`src/design/tobmp_pkg.sv`:
```
// ----------------------------------------------------------------------------
// tobmp_pkg
// shared widths and status codes of the top-of-book feature pipeline
// ----------------------------------------------------------------------------
package tobmp_pkg;

    localparam int PRICE_BITS_DEF = 32;
    localparam int SIZE_BITS_DEF  = 32;
    localparam int FRAC_BITS_DEF  = 16;

    typedef enum logic [1:0] {
        STATUS_OK      = 2'd0,
        STATUS_CROSSED = 2'd1,
        STATUS_EMPTY   = 2'd2
    } t_book_status;

endpackage

```
`src/design/tobmp_div_stage.sv`:
```
// ----------------------------------------------------------------------------
// tobmp_div_stage
// one restoring division step for the microprice and imbalance lanes,
// both divided by the same total size
// ----------------------------------------------------------------------------
module tobmp_div_stage #(
    parameter int TW = tobmp_pkg::SIZE_BITS_DEF + 1,
    parameter int QW = tobmp_pkg::PRICE_BITS_DEF + tobmp_pkg::FRAC_BITS_DEF
) (
    input  logic          i_clk,
    input  logic          i_en,
    input  logic [TW-1:0] i_div,
    input  logic [TW-1:0] i_rem_m,
    input  logic [QW-1:0] i_acc_m,
    input  logic [TW-1:0] i_rem_i,
    input  logic [QW-1:0] i_acc_i,
    output logic [TW-1:0] o_rem_m,
    output logic [QW-1:0] o_acc_m,
    output logic [TW-1:0] o_rem_i,
    output logic [QW-1:0] o_acc_i
);

    logic [TW:0]   w_sh_m;
    logic [TW:0]   w_sh_i;
    logic [TW:0]   w_df_m;
    logic [TW:0]   w_df_i;
    logic          w_ge_m;
    logic          w_ge_i;
    logic [TW-1:0] r_rem_m;
    logic [QW-1:0] r_acc_m;
    logic [TW-1:0] r_rem_i;
    logic [QW-1:0] r_acc_i;

    always_comb begin
        w_sh_m = {i_rem_m, i_acc_m[QW-1]};
        w_sh_i = {i_rem_i, i_acc_i[QW-1]};
        w_df_m = w_sh_m - {1'b0, i_div};
        w_df_i = w_sh_i - {1'b0, i_div};
        w_ge_m = w_sh_m >= {1'b0, i_div};
        w_ge_i = w_sh_i >= {1'b0, i_div};
    end

    always_ff @(posedge i_clk) begin
        if (i_en) begin
            r_rem_m <= w_ge_m ? w_df_m[TW-1:0] : w_sh_m[TW-1:0];
            r_rem_i <= w_ge_i ? w_df_i[TW-1:0] : w_sh_i[TW-1:0];
            r_acc_m <= {i_acc_m[QW-2:0], w_ge_m};
            r_acc_i <= {i_acc_i[QW-2:0], w_ge_i};
        end
    end

    assign o_rem_m = r_rem_m;
    assign o_acc_m = r_acc_m;
    assign o_rem_i = r_rem_i;
    assign o_acc_i = r_acc_i;

endmodule

```
`config.mk`:
```
export PLATFORM = sky130hd
export DESIGN_NAME = tobmp_div_stage
export DESIGN_NICKNAME = d
export VERILOG_FILES = /design/src/design/tobmp_pkg.sv /design/src/design/tobmp_div_stage.sv
export SDC_FILE = /design/constraint.sdc
export NUM_CORES = 1
export LEC_CHECK = 0
export ABC_AREA = 0
export BUFFER_PORTS_ARGS = -buffer_cell sky130_fd_sc_hd__buf_2
export CORE_AREA = 2 2 127 159
export CTS_CLUSTER_DIAMETER = 60
export DETAILED_ROUTE_END_ITERATION = 8
export DIE_AREA = 0 0 129 161
export HOLD_SLACK_MARGIN = 0.15
export PLACE_DENSITY = 0.78
export RECOVER_POWER = 100
export SLEW_MARGIN = 30
export SYNTH_ARGS = -nofsm -noshare
export SYNTH_HDL_FRONTEND = slang
export SYNTH_SLANG_ARGS = --single-unit
```
`constraint.sdc`:
```
create_clock -name i_clk -period 6.3 [get_ports i_clk]
set_input_delay 1.26 -clock i_clk [delete_from_list [all_inputs] [get_ports i_clk]]
set_output_delay 1.26 -clock i_clk [all_outputs]
set_load 0.01 [all_outputs]
```
==> impl_metrics.yaml <==
placement:
  place_area_um2: 11500
  port-buffer-count: 358
  hpwl_mm: 22.85
  gp_congestion: 0.9635
synthesis:
  syn-mean-instance-area_um2: 12.49
  yosys-top-cells-area: "edfxtp_1, ha_1, mux2_4"
  ys_seq_elements: 162
  yosys.area.top_type_share_pct: 51.44
  syn_area_um2: 9458
  syn-num-nets: 1022
  ys.flop_type: "edfxtp_1"
  synth.yosys.seq_area_share_pct: 51.44
  yosys_warnings: 0
  synth_edf_count: 162
  synth-async-reset-ratio_pct: 0
  synthCells: 757
  synthDistinctLibCells: 68
  synth_area_leader_cell: "edfxtp_1"
clocking:
  cts_made_buffers: 17
  cts_htree_levels: 4
  cts_tree: "yes"
  ctsResizeCount: 0
  clk_pin_slew_ns: 0.08
  clock-sinks: 162
  cts_setup_buffers: 0
  cts_hold_buf: 0
  cts_buffer_depth: 2
  root_buffer: "clkbuf_16"
timing:
  setup_viol: 0
  hold_violations: 0
  finalCritPeriodShare_pct: 76.66
  final.min_clock_period_ns: 4.829
  maxSlewHeadroom_pct: -92.93
  worst_pin_slew_ns: 2.894
  fmaxAchievable_mhz: 207.1
  fin_hold_ws_ns: 0.9970
  slew_violations: 110
  final.setup.tns_ns: 0
  rsz0062_at_grt: "no"
routing:
  via_count: 7637
  ant_nets: 0
  routed_via_density: 5.459
  wl_per_cell_um: 20.47
  drt_pass1_iterations: 4
  drt_wl_total_mm: 28.64
  drc: 0
  drtIter0Drc: 432
power:
  peakVddDrop_uv: 184.5
  p_leak_uw: 0.004900
  power_density_nw_per_um2: 270.3
global_route:
  grt_pass1_vias: 7562
  grt_max_degree: 110
  grt_pass1_wl_mm: 42.30
  grt_overflow: 0
  track_usage_pct: 27.19
  antenna_found_initial: 5
layout:
  multi_input_area_um2: 4108
  fillers: 1729
  final_nets: 1382
  final_area_um2: 11720
  area_growth_syn_to_layout_pct: 23.90
  drive_gt1_share_pct: 23.27
  seq_area_um2: 4865
setup_path:
  cp_max_fo: 23
  crit_arrival_ns: 5.02
  crit_type: "input pin to register"
  crit_path_cell_trace: "buf_2, inv_1, ha_1, inv_1, fa_1, a211oi_1, o21ai_0, a21o_1, a41oi_1, o21ai_0, a221o_2, a31oi_1, o311ai_4, buf_4, mux2_1"
  crit_required_ns: 6.49
  cpMaxStageDelayCell: "fa_1"
  cp-start-kind: "input pin"
  cpPeakStageDelay_ns: 0.42
  end_kind: "register"
die:
  ios: 359
  die_y_um: 161
  row_count: 57
  core_um2: 19330
  die_width_um: 129
  die_area_um2: 20770
  initial_utilization_pct: 48.94
worst_hold_path:
  hold_path.class: "input pin to register"
status:
  violations: "capacitance limit, slew limit"
  outcome: "finished, violations left"
run:
  cap_violations: 1
[stage by stage]
stage          std cells  total power, uW  util [%]  worst slack, ns
2_1_floorplan        757             1905         -            1.995
3_3_place_gp        1363             2218     59.48            1.312
3_5_place_dp        1363             2229     59.48            1.222
4_1_cts             1395             3249     62.49            1.684
5_1_grt             1399             3299     60.63            1.176
6_report            1399             3168     60.63            1.471
[per-layer routing]
layer | track usage (%) | share of wire [%] | vias up
met5 | 0 | 0.045 | -
li1 | - | - | 3614
met1 | 30.60 | 37 | 3624
met4 | 12.90 | 3.8 | 2
met3 | 7.784 | 8.6 | 65
met2 | 47.14 | 50 | 332
[cell usage after synthesis, drive strengths merged, types with 3 or more instances]
cell       n
xnor2     34
a21o      32
xor2      25
mux2      62
or3        3
nand4     18
a211oi    10
nor2      30
a311oi     3
nand2b     6
nor2b      8
inv       52
ha        66
o2111ai    3
a21oi     44
mux2i      3
clkbuf     9
o21ai     32
and2       5
buf       12
o21bai    11
nor4b      3
o211ai     5
nand3     12
edfxtp   162
nor3      12
a221oi     4
nand2     39
o21a       8
a31oi      9
and3       6
[final timing paths]
kind              cells after the start     endpoint         from
setup / recovery                     15  o_rem_i[10]  i_acc_i[47]
hold / removal                        1  o_acc_i[35]  i_acc_i[34]
[report_power, final]
group	internal [uW]	total, uW	switching [uW]
clock network	530	1020	493
logic	314	764	450
registers	1340	1380	37.6
[kinds of logic (layout without fill, tap and decap cells)]
kind of cell               count (synthesis)  in the layout  share of synthesized area, %
AOI/OAI and AO/OA                        181            181                         13.77
DFF                                      162            162                         51.44
and+or+nand+nor                          149            149                         7.964
buffers and inverters                     73            446                         3.479
adders and majority gates                 68             68                         9.155
muxes                                     65             65                         8.731
xor gates and xnor gates                  59             59                         5.464
other                                      0              4                             0
[worst max-delay path: cells and delay by family]
family | cells | cell delay [ns]
fa+ha+maj | 2 | 0.58
compound gates | 8 | 2.26
mux | 1 | 0.36
buf+inv | 4 | 0.54
[cells in the final DEF (no fill, tap or decap), types with 24 or more instances in the layout]
cell type,count
mux2_1,38
clkbuf_1,163
o21ai_0,31
inv_1,52
buf_2,194
a21o_1,31
xor2_1,25
nor2_1,30
edfxtp_1,162
mux2_2,24
xnor2_1,34
a21oi_1,44
nand2_1,39
ha_1,66
[final cells by class]
cell class | count | area share, %
clock inverters | 15 | 1.335
well taps | 265 | 2.829
inverters | 52 | 1.666
clock buffers | 17 | 3.630
flip-flops and latches | 162 | 41.51
diodes | 4 | 0.08542
repair buffers | 362 | 13.89
multi-input cells | 522 | 35.05
[sequential cells by signal, summed over array words and instances (netlist names)]
signal	count
o_acc_i	48
o_acc_m	48
o_rem_i	33
o_rem_m	33
Note: power is estimated with default switching activity, not from simulation.
